<file path="src/rtl/i2crc_pkg.sv">
//------------------------------------------------------------------------------
// i2crc_pkg
// Shared types, constants and the CRC-8 byte step for the register CRC framer.
//------------------------------------------------------------------------------
`default_nettype none

package i2crc_pkg;

    localparam int APB_ADDR_W = 4;
    localparam int APB_DATA_W = 32;

    localparam logic [7:0] CRC_INIT = 8'hFF;
    localparam logic [7:0] CRC_POLY = 8'h1D;

    localparam logic OP_READ  = 1'b0;
    localparam logic OP_WRITE = 1'b1;

    typedef enum logic [1:0] {
        REG_DEVICE_ADDRESS = 2'd0,
        REG_CRC_ENABLE     = 2'd1,
        REG_REGISTER_LIMIT = 2'd2
    } t_reg_idx;

    typedef enum logic [1:0] {
        ST_OK       = 2'd0,
        ST_RANGE    = 2'd1,
        ST_MISMATCH = 2'd2
    } t_status;

    typedef struct packed {
        logic [6:0] device_address;
        logic       crc_enable;
        logic [8:0] register_limit;
    } t_cfg;

    localparam logic [6:0] DEVICE_ADDRESS_RST = 7'd0;
    localparam logic       CRC_ENABLE_RST     = 1'b0;
    localparam logic [8:0] REGISTER_LIMIT_RST = 9'd256;

    // One byte of an MSB-first CRC-8, polynomial 0x1D.
    function automatic logic [7:0] crc8_byte(input logic [7:0] crc_in,
                                             input logic [7:0] byte_in);
        logic [7:0] c;
        c = crc_in ^ byte_in;
        for (int k = 0; k < 8; k++) begin
            if (c[7]) begin
                c = {c[6:0], 1'b0} ^ CRC_POLY;
            end else begin
                c = {c[6:0], 1'b0};
            end
        end
        return c;
    endfunction

endpackage

`default_nettype wire

</file>
<file path="src/rtl/i2crc_if.sv">
//------------------------------------------------------------------------------
// i2crc_req_if / i2crc_rsp_if
// Valid/ready channels for access requests and framed results.
//------------------------------------------------------------------------------
`default_nettype none

interface i2crc_req_if;
    logic       valid;
    logic       ready;
    logic       operation;
    logic [7:0] register_address;
    logic [7:0] data_byte;
    logic [7:0] received_crc;

    modport source (
        output valid, operation, register_address, data_byte, received_crc,
        input  ready
    );
    modport sink (
        input  valid, operation, register_address, data_byte, received_crc,
        output ready
    );
endinterface

interface i2crc_rsp_if;
    logic       valid;
    logic       ready;
    logic [7:0] data_out;
    logic [7:0] crc_out;
    logic       crc_appended;
    logic [1:0] status;

    modport source (
        output valid, data_out, crc_out, crc_appended, status,
        input  ready
    );
    modport sink (
        input  valid, data_out, crc_out, crc_appended, status,
        output ready
    );
endinterface

`default_nettype wire

</file>
<file path="src/rtl/i2crc_cfg.sv">
//------------------------------------------------------------------------------
// i2crc_cfg
// APB register file holding device address, CRC enable and register limit.
//------------------------------------------------------------------------------
`default_nettype none

module i2crc_cfg (
    input  wire logic                             i_clk,
    input  wire logic                             i_rst_n,
    input  wire logic                             psel,
    input  wire logic                             penable,
    input  wire logic                             pwrite,
    input  wire logic [i2crc_pkg::APB_ADDR_W-1:0] paddr,
    input  wire logic [i2crc_pkg::APB_DATA_W-1:0] pwdata,
    output      logic [i2crc_pkg::APB_DATA_W-1:0] prdata,
    output      logic                             pready,
    output      i2crc_pkg::t_cfg                  o_cfg
);

    i2crc_pkg::t_cfg r_cfg;
    i2crc_pkg::t_cfg n_cfg;
    logic [1:0]      w_idx;
    logic            w_wr;

    assign pready = 1'b1;
    assign w_idx  = paddr[3:2];
    assign w_wr   = psel && penable && pwrite && pready;

    always_comb begin
        n_cfg = r_cfg;
        if (w_wr) begin
            unique case (w_idx)
                i2crc_pkg::REG_DEVICE_ADDRESS: n_cfg.device_address = pwdata[6:0];
                i2crc_pkg::REG_CRC_ENABLE:     n_cfg.crc_enable     = pwdata[0];
                i2crc_pkg::REG_REGISTER_LIMIT: n_cfg.register_limit = pwdata[8:0];
                default: ;
            endcase
        end
    end

    always_ff @(posedge i_clk) begin
        if (!i_rst_n) begin
            r_cfg.device_address <= i2crc_pkg::DEVICE_ADDRESS_RST;
            r_cfg.crc_enable     <= i2crc_pkg::CRC_ENABLE_RST;
            r_cfg.register_limit <= i2crc_pkg::REGISTER_LIMIT_RST;
        end else begin
            r_cfg <= n_cfg;
        end
    end

    always_comb begin
        prdata = '0;
        unique case (w_idx)
            i2crc_pkg::REG_DEVICE_ADDRESS: prdata[6:0] = r_cfg.device_address;
            i2crc_pkg::REG_CRC_ENABLE:     prdata[0]   = r_cfg.crc_enable;
            i2crc_pkg::REG_REGISTER_LIMIT: prdata[8:0] = r_cfg.register_limit;
            default: ;
        endcase
    end

    assign o_cfg = r_cfg;

endmodule

`default_nettype wire

</file>
<file path="src/rtl/i2crc_pipe.sv">
//------------------------------------------------------------------------------
// i2crc_pipe
// Three-stage datapath: one CRC byte per stage, range check in the first stage.
//------------------------------------------------------------------------------
`default_nettype none

module i2crc_pipe (
    input  wire logic            i_clk,
    input  wire logic            i_rst_n,
    input  wire i2crc_pkg::t_cfg i_cfg,
    i2crc_req_if.sink            i_req,
    i2crc_rsp_if.source          o_rsp
);

    typedef struct packed {
        logic       operation;
        logic [7:0] register_address;
        logic [7:0] data_byte;
        logic [7:0] received_crc;
        logic [7:0] crc;
        logic       range_err;
        logic       crc_en;
    } t_stage;

    typedef struct packed {
        logic [7:0]         data_out;
        logic [7:0]         crc_out;
        logic               crc_appended;
        i2crc_pkg::t_status status;
    } t_result;

    logic    r_s1_valid, r_s2_valid, r_s3_valid;
    t_stage  r_s1, r_s2;
    t_result r_s3;
    t_stage  n_s1, n_s2;
    t_result n_s3;
    logic    w_s1_ready, w_s2_ready, w_s3_ready;
    logic    w_s1_load, w_s2_load, w_s3_load;
    logic [7:0] w_crc3;

    // A stage takes new data when it is empty or its content moves on.
    assign w_s3_ready = !r_s3_valid || o_rsp.ready;
    assign w_s2_ready = !r_s2_valid || w_s3_ready;
    assign w_s1_ready = !r_s1_valid || w_s2_ready;
    assign i_req.ready = w_s1_ready;

    assign w_s1_load = w_s1_ready;
    assign w_s2_load = w_s2_ready;
    assign w_s3_load = w_s3_ready;

    // Stage 1: first CRC byte is the device address with the R/W bit.
    always_comb begin
        n_s1.operation        = i_req.operation;
        n_s1.register_address = i_req.register_address;
        n_s1.data_byte        = i_req.data_byte;
        n_s1.received_crc     = i_req.received_crc;
        n_s1.crc              = i2crc_pkg::crc8_byte(i2crc_pkg::CRC_INIT,
                                    {i_cfg.device_address, ~i_req.operation});
        n_s1.range_err        = {1'b0, i_req.register_address} >= i_cfg.register_limit;
        n_s1.crc_en           = i_cfg.crc_enable;
    end

    // Stage 2: register address byte.
    always_comb begin
        n_s2     = r_s1;
        n_s2.crc = i2crc_pkg::crc8_byte(r_s1.crc, r_s1.register_address);
    end

    // Stage 3: data byte, then compare and format the result.
    assign w_crc3 = i2crc_pkg::crc8_byte(r_s2.crc, r_s2.data_byte);

    always_comb begin
        n_s3.data_out     = r_s2.data_byte;
        n_s3.crc_out      = '0;
        n_s3.crc_appended = 1'b0;
        n_s3.status       = i2crc_pkg::ST_OK;
        priority if (r_s2.range_err) begin
            n_s3.data_out = '0;
            n_s3.status   = i2crc_pkg::ST_RANGE;
        end else if (r_s2.crc_en) begin
            n_s3.crc_out      = w_crc3;
            n_s3.crc_appended = 1'b1;
            if (r_s2.operation == i2crc_pkg::OP_READ && w_crc3 != r_s2.received_crc) begin
                n_s3.status = i2crc_pkg::ST_MISMATCH;
            end
        end else begin
            n_s3.crc_out = '0;
        end
    end

    always_ff @(posedge i_clk) begin
        if (!i_rst_n) begin
            r_s1_valid <= 1'b0;
            r_s2_valid <= 1'b0;
            r_s3_valid <= 1'b0;
        end else begin
            if (w_s1_load) begin
                r_s1_valid <= i_req.valid;
            end
            if (w_s2_load) begin
                r_s2_valid <= r_s1_valid;
            end
            if (w_s3_load) begin
                r_s3_valid <= r_s2_valid;
            end
        end
    end

    always_ff @(posedge i_clk) begin
        if (w_s1_load) begin
            r_s1 <= n_s1;
        end
        if (w_s2_load) begin
            r_s2 <= n_s2;
        end
        if (w_s3_load) begin
            r_s3 <= n_s3;
        end
    end

    assign o_rsp.valid        = r_s3_valid;
    assign o_rsp.data_out     = r_s3.data_out;
    assign o_rsp.crc_out      = r_s3.crc_out;
    assign o_rsp.crc_appended = r_s3.crc_appended;
    assign o_rsp.status       = r_s3.status;

endmodule

`default_nettype wire

</file>
<file path="src/rtl/i2c_register_crc8_framer.sv">
//------------------------------------------------------------------------------
// i2c_register_crc8_framer
// CRC-8 generation and checking for single-byte I2C register accesses.
//------------------------------------------------------------------------------
// The block takes one access request per clock while the output side does
// not stall, and returns one result for each, in order. There are three CRC
// byte stages (device address with R/W bit, register address, data byte),
// each of which holds one request; backpressure on the result channel stalls
// the stages from the back without losing or repeating a request. Registers
// are written over the APB port at byte addresses 0 (device address), 4 (CRC
// enable) and 8 (register limit), and must only change while no request is
// in flight.
`default_nettype none

module i2c_register_crc8_framer (
    input  wire logic                             i_clk,
    input  wire logic                             i_rst_n,
    input  wire logic                             psel,
    input  wire logic                             penable,
    input  wire logic                             pwrite,
    input  wire logic [i2crc_pkg::APB_ADDR_W-1:0] paddr,
    input  wire logic [i2crc_pkg::APB_DATA_W-1:0] pwdata,
    output      logic [i2crc_pkg::APB_DATA_W-1:0] prdata,
    output      logic                             pready,
    i2crc_req_if.sink                             i_req,
    i2crc_rsp_if.source                           o_rsp
);

    i2crc_pkg::t_cfg w_cfg;

    i2crc_cfg u_cfg (
        .i_clk   (i_clk),
        .i_rst_n (i_rst_n),
        .psel    (psel),
        .penable (penable),
        .pwrite  (pwrite),
        .paddr   (paddr),
        .pwdata  (pwdata),
        .prdata  (prdata),
        .pready  (pready),
        .o_cfg   (w_cfg)
    );

    i2crc_pipe u_pipe (
        .i_clk   (i_clk),
        .i_rst_n (i_rst_n),
        .i_cfg   (w_cfg),
        .i_req   (i_req),
        .o_rsp   (o_rsp)
    );

endmodule

`default_nettype wire
</file>
<file path="src/flat_wrapper.sv">
// flat-port wrapper written by rule: the top's interface ports become plain ports
module i2c_register_crc8_framer_flat 
  (i_clk, i_rst_n, psel, penable, pwrite, paddr, pwdata, prdata, pready, i_req_valid, i_req_operation, i_req_register_address, i_req_data_byte, i_req_received_crc, i_req_ready, o_rsp_valid, o_rsp_data_out, o_rsp_crc_out, o_rsp_crc_appended, o_rsp_status, o_rsp_ready);
  i2crc_req_if i_req_i ();
  i2crc_rsp_if o_rsp_i ();
  input  wire logic i_clk;
  input  wire logic i_rst_n;
  input  wire logic psel;
  input  wire logic penable;
  input  wire logic pwrite;
  input  wire logic [i2crc_pkg::APB_ADDR_W-1:0] paddr;
  input  wire logic [i2crc_pkg::APB_DATA_W-1:0] pwdata;
  output      logic [i2crc_pkg::APB_DATA_W-1:0] prdata;
  output      logic pready;
  input wire logic [$bits(i_req_i.valid)-1:0] i_req_valid;
  input wire logic [$bits(i_req_i.operation)-1:0] i_req_operation;
  input wire logic [$bits(i_req_i.register_address)-1:0] i_req_register_address;
  input wire logic [$bits(i_req_i.data_byte)-1:0] i_req_data_byte;
  input wire logic [$bits(i_req_i.received_crc)-1:0] i_req_received_crc;
  output wire logic [$bits(i_req_i.ready)-1:0] i_req_ready;
  output wire logic [$bits(o_rsp_i.valid)-1:0] o_rsp_valid;
  output wire logic [$bits(o_rsp_i.data_out)-1:0] o_rsp_data_out;
  output wire logic [$bits(o_rsp_i.crc_out)-1:0] o_rsp_crc_out;
  output wire logic [$bits(o_rsp_i.crc_appended)-1:0] o_rsp_crc_appended;
  output wire logic [$bits(o_rsp_i.status)-1:0] o_rsp_status;
  input wire logic [$bits(o_rsp_i.ready)-1:0] o_rsp_ready;
  assign i_req_i.valid = i_req_valid;
  assign i_req_i.operation = i_req_operation;
  assign i_req_i.register_address = i_req_register_address;
  assign i_req_i.data_byte = i_req_data_byte;
  assign i_req_i.received_crc = i_req_received_crc;
  assign i_req_ready = i_req_i.ready;
  assign o_rsp_valid = o_rsp_i.valid;
  assign o_rsp_data_out = o_rsp_i.data_out;
  assign o_rsp_crc_out = o_rsp_i.crc_out;
  assign o_rsp_crc_appended = o_rsp_i.crc_appended;
  assign o_rsp_status = o_rsp_i.status;
  assign o_rsp_i.ready = o_rsp_ready;
  i2c_register_crc8_framer u_core (.i_clk(i_clk), .i_rst_n(i_rst_n), .psel(psel), .penable(penable), .pwrite(pwrite), .paddr(paddr), .pwdata(pwdata), .prdata(prdata), .pready(pready), .i_req(i_req_i), .o_rsp(o_rsp_i));
endmodule
</file>
<file path="config.mk">
export PLATFORM = sky130hd
export DESIGN_NAME = i2c_register_crc8_framer_flat
export DESIGN_NICKNAME = d
export VERILOG_FILES = /design/src/rtl/i2crc_pkg.sv /design/src/rtl/i2crc_if.sv /design/src/rtl/i2crc_cfg.sv /design/src/rtl/i2crc_pipe.sv /design/src/rtl/i2c_register_crc8_framer.sv /design/src/flat_wrapper.sv
export SDC_FILE = /design/constraint.sdc
export NUM_CORES = 1
export LEC_CHECK = 0
export BUFFER_PORTS_ARGS = -buffer_cell sky130_fd_sc_hd__buf_4
export CAP_MARGIN = 30
export CORE_ASPECT_RATIO = 0.75
export CORE_MARGIN = 1
export CORE_UTILIZATION = 55
export DETAILED_ROUTE_END_ITERATION = 8
export PLACE_DENSITY = 0.83
export SLEW_MARGIN = 10
export SYNTH_ARGS = -nofsm -noshare
export SYNTH_HDL_FRONTEND = slang
export SYNTH_SLANG_ARGS = --single-unit
</file>
<file path="constraint.sdc">
create_clock -name i_clk -period 5.35 [get_ports i_clk]
set_input_delay 1.07 -clock i_clk [delete_from_list [all_inputs] [get_ports i_clk]]
set_output_delay 1.07 -clock i_clk [all_outputs]
set_load 0.05 [all_outputs]
</file>
==> results of run 1 <==
-- final cells by class --
class	count	area [um2]	share of cell area, %
clock buffers	10	128	2.36
clock inverters	5	76.3	1.41
inverters	12	45.0	0.834
multi-input cells	207	1600	29.7
flip-flops and latches	101	2830	52.5
well taps	105	131	2.43
repair buffers	75	583	10.8
-- logic make-up after synthesis --
group	Yosys count
xor+xnor	75
flops	101
other cells	2
buf+inv	45
mux	24
compound gates	13
simple gates	63
fa+ha+maj	8
-- registers in the layout, indices dropped and copies added (netlist names) --
signal,cells
u_core.u_cfg.o_cfg,17
u_core.u_pipe.o_rsp.valid,1
u_core.u_pipe.r_s1,8
u_core.u_pipe.r_s2_valid,1
u_core.u_pipe.n_s2,27
u_core.u_pipe.o_rsp.status,2
u_core.u_pipe.o_rsp.data_out,8
u_core.u_pipe.r_s2,27
u_core.u_pipe.o_rsp.crc_out,8
u_core.u_pipe.r_s1_valid,1
u_core.u_pipe.o_rsp.crc_appended,1
-- per-layer routing --
| layer | global-route usage, % | share of wire, % |
|---|---|---|
| met1 | 20.3 | 44 |
| met2 | 30.0 | 50 |
| met3 | 4.41 | 5.1 |
| met5 | 0 | 0 |
| met4 | 6.58 | 1.2 |
-- worst register-to-register path, cell delays in order (launching register included) --
cell and delay, ps:
edfxtp_1 420, xnor2_1 420, xnor2_2 210, xnor2_2 210, or3_1 360, nand2_1 70
a311oi_1 90
-- cell usage in the layout (no fill, tap or decap), types with 2 or more instances in the layout --
cell type  count
edfxtp_1      81
buf_4         74
xnor2_1       50
nor2b_1       27
mux2i_1       24
conb_1        24
dfxtp_1       20
nor2_1        17
xor2_1        13
inv_1         12
xnor2_2       12
clkbuf_8       9
ha_1           8
nand2_1        4
nand3_1        3
o21ai_0        3
nor3b_1        3
a21oi_1        3
nand2b_1       2
or3_1          2
nor3_1         2
bufinv_16      2
-- report_power, final --
group          switching [mW]  internal [mW]
Combinational           0.369          0.325
Sequential             0.0328          0.925
Clock                   0.227          0.259
Total                   0.628           1.51
-- cells in the mapped netlist (3+ instances only) --
cell / count
o21ai_0: 3
buf_4: 24
nor3b_1: 3
xor2_1: 13
inv_1: 12
nor2b_1: 27
xnor2_2: 12
clkbuf_1: 7
nand3_1: 3
xnor2_1: 50
nand2_1: 4
nor2_1: 17
a21oi_1: 3
edfxtp_1: 81
ha_1: 8
mux2i_1: 24
dfxtp_1: 20
-- path summary, 6_finish.rpt --
check / start / endpoint / slack [ps] / depth (start not counted)
hold / removal: u_core.u_pipe.n_s2[21] / u_core.u_pipe.r_s2[21] / 420 / 0
hold reg to reg: u_core.u_pipe.n_s2[21] / u_core.u_pipe.r_s2[21] / 420 / 0
setup reg to reg: u_core.u_pipe.r_s2[22] / u_core.u_pipe.o_rsp.status[1] / 3310 / 6
setup / recovery: o_rsp_ready / i_req_ready / 2170 / 5
==> summary.txt, run 1 <==
layout cells sized above 1 - 24.4%
FILL cells - 573
vias in the first global route - 2304
CP delay by family, top - buffers and inverters
initial drt markers - 35
fin. max-slew vios - 0
clk root buf - clkbuf_8
Via Count - 2461
Yosys cell types - 33
critical path class - in -> out
adder-cell share of the synthesized area - 2.17%
Post-Synthesis Cells - 331
Period Utilization, post-route - 59.5%
element type at the critical path start - input port
CORE AREA - 8020 um2
total grt overflow - 0
Final #Nets - 482
Buf/Inv on CP - 3
run status - finished clean
Setup violations, final - 0
Die ar. - 8760 um2
Synth Area in XOR/XNOR - 16.2%
Max Cap Violations - 0
largest net degree at the start of global routing - 38
pwr/cell area - 396 nW/um2
vias per cell - 4.78
CP peak stage delay - 290 ps
Finished Layout Cells - 515
largest area contributor in the netlist - edfxtp_1
CTS tree - built
Core Util, Final - 67.3%
Synth Flop Type - edfxtp_1
Setup Buffers After CTS - 0
clk sinks - 101
clock-pin slew on the worst setup and hold paths - 90 ps
worst hold margin - 415 ps
post-synth top area share - 52.7%
drt wl/cell - 13.3 um
remaining routing DRC violations - 0
PortBufs - 72
Post-synth EDFFs - 81
design area - 5400 um2
Die Wd - 108 um
Clock Latency Late Sink - 340 ps
minimum clock period after layout - 3180 ps
required time of the critical path - 4280 ps
worst-margin pin slew - 710 ps
cts hold-fix bufs - 0
most used cell, CP - buf_4
CP max FO - 37
First-pass DRT Iterations - 4
Final Hold Viols - 0
post-synthesis compound-gate area fraction - 1.79%
Syn-to-layout area delta - 17.0%
gr usage total - 17.1%
CTS buffer count - 9
Die Ht - 81.3 um
Setup crit end kind - output port
placed inst area - 5200 um2
setup tns final - 0 ps
Pwr Total - 2.14 mW
initial antenna violation count - 0
Netlist Area Pre-Place - 4610 um2
CP cell instances - buf_4, nor2b_1, nand3_1, buf_4, buf_4
synth warn - 0
Placed Instances - 500
Final Wtd Congestion - 0.802
post-synthesis mux area share - 5.21%
Initial Util - 57.5%
HP Class - reg -> reg
flops & latches, synth - 101
Worst Path Arrival - 2110 ps
fmax - 0.314 GHz
Place WS - 2170 ps
Post-CTS Resized - 0
Antenna Cells - 0
H-tree depth - 3
RSZ-0062 raised after global routing - false
slowest CP cell - buf_4
largest family of logic cells by synthesized area - XOR/XNOR gates
I/O pin count - 122
post-synthesis simple-gate area fraction - 7.46%
static leakage - 2.19 nW
synthesized area per cell - 13.9 um2
placed wire-length estimate - 5220 um
Max IR drop VDD - 0.197 mV
Detailed Route WL - 6870 um
slew margin rel. - 52.6%
ys async rst share - 0%
clock skew - 11.9 ps
row cnt - 28
first-pass GRT wire length - 10900 um
Seq/Total Area, Yosys - 61.4%
top cells by area, synth - edfxtp_1, xnor2_1, dfxtp_1, mux2i_1, xnor2_2
Post-DRT Antenna Nets - 0
clk buf depth - 2
final worst slack - 2170 ps
Note: power is estimated with default switching activity, not from simulation.
==> run 2, diff against run 1 <==
ABC_AREA = 1   (was unset)
CORE_UTILIZATION = 48   (was 55)
PLACE_DENSITY = 0.76   (was 0.83)
clock period = 2.7 ns   (was 5.35 ns; I/O delays follow)
==> summary.txt, run 2 <==
most used cell, CP - buf_4
FF-to-FF Start - u_core.u_pipe.n_s2[32]
ys async rst share - 0%
RSZ-0062 raised after global routing - false
Core Util, Final - 59.3%
First-pass DRT Iterations - 4
Setup crit end kind - output port
H-tree depth - 3
pwr/cell area - 831 nW/um2
Post-CTS Resized - 0
Post-synth EDFFs - 81
placed inst area - 5400 um2
Worst Path Arrival - 1540 ps
total grt overflow - 0
vias per cell - 4.76
CTS buffer count - 9
cts hold-fix bufs - 0
Clock Latency Late Sink - 340 ps
commonest non-fill, non-tap cell in the layout - nand2_1
Die Ht - 88.5 um
HP Class - in -> reg
CP cell instances - buf_4, nor2_1, inv_1, o22ai_1, buf_4
design area - 5730 um2
row cnt - 31
first-pass GRT wire length - 13700 um
Pwr Total - 4.76 mW
clk root buf - clkbuf_16
post-synth top area share - 50.8%
Final Hold Viols - 0
Final #Nets - 640
Reg2Reg Depth - 7
Syn-to-layout area delta - 19.6%
Die ar. - 10400 um2
CP peak stage delay - 270 ps
commonest cells after routing, fill and taps aside - nand2_1, edfxtp_1, buf_4, inv_1, nor2_1
largest net degree at the start of global routing - 37
run status - finished clean
vias in the first global route - 3110
required time of the critical path - 2160 ps
Max Cap Violations - 0
Max IR drop VDD - 0.359 mV
top cells by area, synth - edfxtp_1, nand2_1, dfxtp_1, xor2_1, inv_1
critical path class - in -> out
Seq/Total Area, Yosys - 59.2%
reg2reg end - u_core.u_pipe.r_s2[5]
reg2reg setup slack - 660 ps
setup tns final - 0 ps
Post-DRT Antenna Nets - 0
Netlist Area Pre-Place - 4790 um2
hold path cells - 1
CP startpoint - paddr[2]
CP max FO - 5
Post-Synthesis Cells - 484
layout cells sized above 1 - 16.3%
hold_sp - i_req_data_byte[7]
CTS tree - built
drt wl/cell - 12.0 um
flops & latches, synth - 101
Synth Flop Type - edfxtp_1
minimum clock period after layout - 2080 ps
remaining routing DRC violations - 0
Antenna Cells - 0
initial drt markers - 116
Die Wd - 117 um
Period Utilization, post-route - 77.0%
static leakage - 2.62 nW
CORE AREA - 9660 um2
clk buf depth - 2
Via Count - 3334
synth warn - 0
fin. max-slew vios - 0
worst hold endpoint - u_core.u_pipe.n_s2[25]
placed wire-length estimate - 6470 um
Final Wtd Congestion - 0.874
commonest cells in the netlist - nand2_1, edfxtp_1, inv_1
Detailed Route WL - 8390 um
fmax - 0.481 GHz
Initial Util - 49.6%
gr usage total - 17.2%
I/O pin count - 122
clk sinks - 101
Yosys cell types - 22
Setup Buffers After CTS - 0
clock skew - 9.79 ps
largest area contributor in the netlist - edfxtp_1
clock-pin slew on the worst setup and hold paths - 70 ps
initial antenna violation count - 0
slowest CP cell - nor2_1
Setup violations, final - 0
count leader, synth - nand2_1
PortBufs - 72
element type at the critical path start - input port
synthesized area per cell - 9.89 um2
[run 2: through the flow]
stage / hold WS (ps) / setup slack [ps] / std cells
floorplan: 400 / 184 / 506
global placement: 404 / 663 / 684
detailed placement: 405 / 640 / 684
CTS: 354 / 614 / 700
global route: 353 / 495 / 701
finish: 370 / 620 / 701
[run 2: logic make-up (layout without fill, tap and decap cells)]
kind of cell	count (synthesis)	count (layout)	synth area share (%)
compound gates	47	47	5.15
xor+xnor	46	46	8.41
fa+ha+maj	8	8	2.09
buf+inv	88	151	8.81
flops	101	101	59.2
other cells	2	24	0.157
simple gates	192	192	16.2
[run 2: cell type report]
class                      count  area [um2]
fill                         806        3930
sequential                   101        2830
multi-input combinational    317        1620
timing repair buffer          75         583
clock buffer                  11         243
inverter                      60         225
tap                          132         165
clock inverter                 5        58.8
[run 2: routing by layer]
metal  vias to the layer above  track usage, %  wire [um]  part of all wire, %
met5                         -               0          0                    0
met4                         0            7.20        120                  1.4
met3                        11            4.70        444                  5.3
met2                        96            30.1       4130                   49
met1                      1536            20.5       3690                   44
li1                       1691               -          -                    -
[run 2: worst max path at each step]
| stage | slack (ps) | cells past startpoint | endpoint |
|---|---|---|---|
| final | 620 | 5 | prdata[4] |
| after global routing | 490 | 14 | u_core.u_pipe.o_rsp.status[1] |
| after global placement | 660 | 7 | u_core.u_cfg.o_cfg[12] |
| after detailed placement | 640 | 7 | u_core.u_pipe.r_s2[5] |
| after floorplan | 180 | 3 | i_req_ready |
| after CTS | 610 | 5 | prdata[4] |
[run 2: report_power, final]
group / total (mW) / leakage (nW) / switching, mW / internal [mW]
combinational: 1.52 / 1.44 / 1.01 / 0.517
sequential: 1.95 / 1.04 / 0.0782 / 1.88
clock: 1.28 / 0.142 / 0.536 / 0.745
total: 4.76 / 2.62 / 1.62 / 3.14
[run 2: critical path, delay by kind of cell]
kind            cells  cell delay [ps]
buf+inv             3              500
simple gates        1              270
compound gates      1              220
==> run 3, diff against run 2 <==
ABC_AREA = 0   (was 1)
PLACE_DENSITY = 0.77   (was 0.76)
clock period = 1.65 ns   (was 2.7 ns; I/O delays follow)
==> summary.txt, run 3 (same netlist as run 1, synthesis figures left out) <==
RSZ-0062 raised after global routing - true
cts hold-fix bufs - 0
CTS tree - built
most used cell, CP - xnor2_4
final worst slack - -176 ps
First-pass DRT Iterations - 4
switching power total - 2.53 mW
vias in the first global route - 2596
initial drt markers - 70
layout cells sized above 1 - 36.2%
Via Count - 2583
FF+latch area - 2840 um2
I/O pin count - 122
Max Cap Violations - 0
Reg power frac - 38.0%
required time of the critical path - 1730 ps
Post-DRT Antenna Nets - 0
CP max FO - 3
fin. max-slew vios - 0
initial antenna violation count - 0
Detailed Route WL - 7920 um
total grt overflow - 0
violated checks - negative setup slack
remaining routing DRC violations - 0
placed wire-length estimate - 5800 um
Syn-to-layout area delta - 28.0%
Final Hold Viols - 0
vias per cell - 4.58
Initial Util - 50.2%
worst-margin pin slew - 727 ps
Final Wtd Congestion - 0.828
hold_sp - i_req_received_crc[2]
drt wl/cell - 14.0 um
slew margin rel. - 51.4%
P_int - 5.79 mW
Reg2Reg Depth - 6
Die Wd - 115 um
clk buf depth - 2
clock network power share - 23.7%
Multi-input gate area - 1820 um2
run status - finished with violations
largest net degree at the start of global routing - 28
H-tree depth - 3
Die ar. - 10000 um2
first-pass GRT wire length - 12400 um
CORE AREA - 9200 um2
FILL cells - 693
clk root buf - clkbuf_16
Worst Path Arrival - 1910 ps
static leakage - 2.41 nW
PortBufs - 72
clock-pin slew on the worst setup and hold paths - 70 ps
FF-to-FF Start - u_core.u_pipe.r_s2[25]
Max IR drop VDD - 0.617 mV
Setup crit end kind - register
Final #Nets - 507
hold path cells - 1
design area - 5910 um2
minimum clock period after layout - 1830 ps
fmax - 0.548 GHz
Setup violations, final - 2
element type at the critical path start - register
Antenna Cells - 0
CTS buffer count - 9
row cnt - 30
commonest non-fill, non-tap cell in the layout - buf_4
CP cell instances - xnor2_4, xnor2_4, xnor2_1, or2b_1, o22ai_2, a311oi_1
CP peak stage delay - 500 ps
pwr/cell area - 1410 nW/um2
slowest CP cell - edfxtp_1
Pwr Total - 8.32 mW
Die Ht - 86.9 um
commonest cells after routing, fill and taps aside - buf_4, edfxtp_1, xnor2_1, nor2b_1, conb_1
clk sinks - 101
Clock Latency Late Sink - 340 ps
critical path class - reg -> reg
placed inst area - 5480 um2
Period Utilization, post-route - 111%
logic gate share of total power - 38.3%
HP Class - in -> reg
gr usage total - 17.1%
clock skew - 5.81 ps
CP startpoint - u_core.u_pipe.r_s2[25]
switching portion of total power - 30.4%
Place WS - -315 ps
[run 3: path summary, 6_finish.rpt]
check                                       end  slack (ps)
setup / recovery  u_core.u_pipe.o_rsp.status[1]        -180
hold / removal           u_core.u_pipe.n_s2[12]         160
setup reg to reg  u_core.u_pipe.o_rsp.status[1]        -180
hold reg to reg          u_core.u_pipe.r_s2[18]         420
[run 3: power by group through the flow]
| stage | combinational [mW] | clock [mW] | sequential, mW |
|---|---|---|---|
| final | 3.19 | 1.97 | 3.16 |
| after global routing | 3.46 | 2.12 | 3.18 |
| after CTS | 3.08 | 2.02 | 3.13 |
| after detailed placement | 2.78 | 0 | 3.18 |
| after global placement | 2.72 | 0 | 3.17 |
| after floorplan | 1.85 | 0 | 3.27 |
[run 3: layer usage]
metal | routed length (um) | vias to the layer above | global-route usage, %
li1 | - | 1277 | -
met3 | 380 | 8 | 5.08
met2 | 4160 | 74 | 30.8
met4 | 65 | 0 | 5.90
met5 | 0 | - | 0
met1 | 3320 | 1224 | 19.3
[run 3: cell type report]
cell class,count,share of cell area (%)
clock inverters,7,0.974
flip-flops and latches,101,48.0
multi-input cells,207,30.9
repair buffers,100,12.8
well taps,128,2.71
clock buffers,9,3.81
inverters,12,0.847
[run 3: per-stage QoR]
step           hold slack [ps]  TNS [ps]  std cells  util [%]
2_1_floorplan              400      -223        353         -
3_3_place_gp               401      -427        547      59.6
3_5_place_dp               405      -488        547      59.6
4_1_cts                    147      -339        566      63.5
5_1_grt                    142      -579        564      64.2
6_report                   160      -256        564      64.2
[run 3: what timing repair did]
| action | CTS | global route |
|---|---|---|
| setup endpoints to repair | 4 | 12 |
| setup buffers | 3 | 1 |
| hold endpoints to repair | 0 | 0 |
| resized for setup | 7 | 12 |
| pin swaps | 12 | 13 |
[run 3: critical path, delay by kind of cell (launching register included)]
family,cells,cell delay [ps]
flip-flops,1,500
XOR/XNOR,3,600
AND/OR/NAND/NOR,1,230
AO/OA/AOI/OAI,2,240
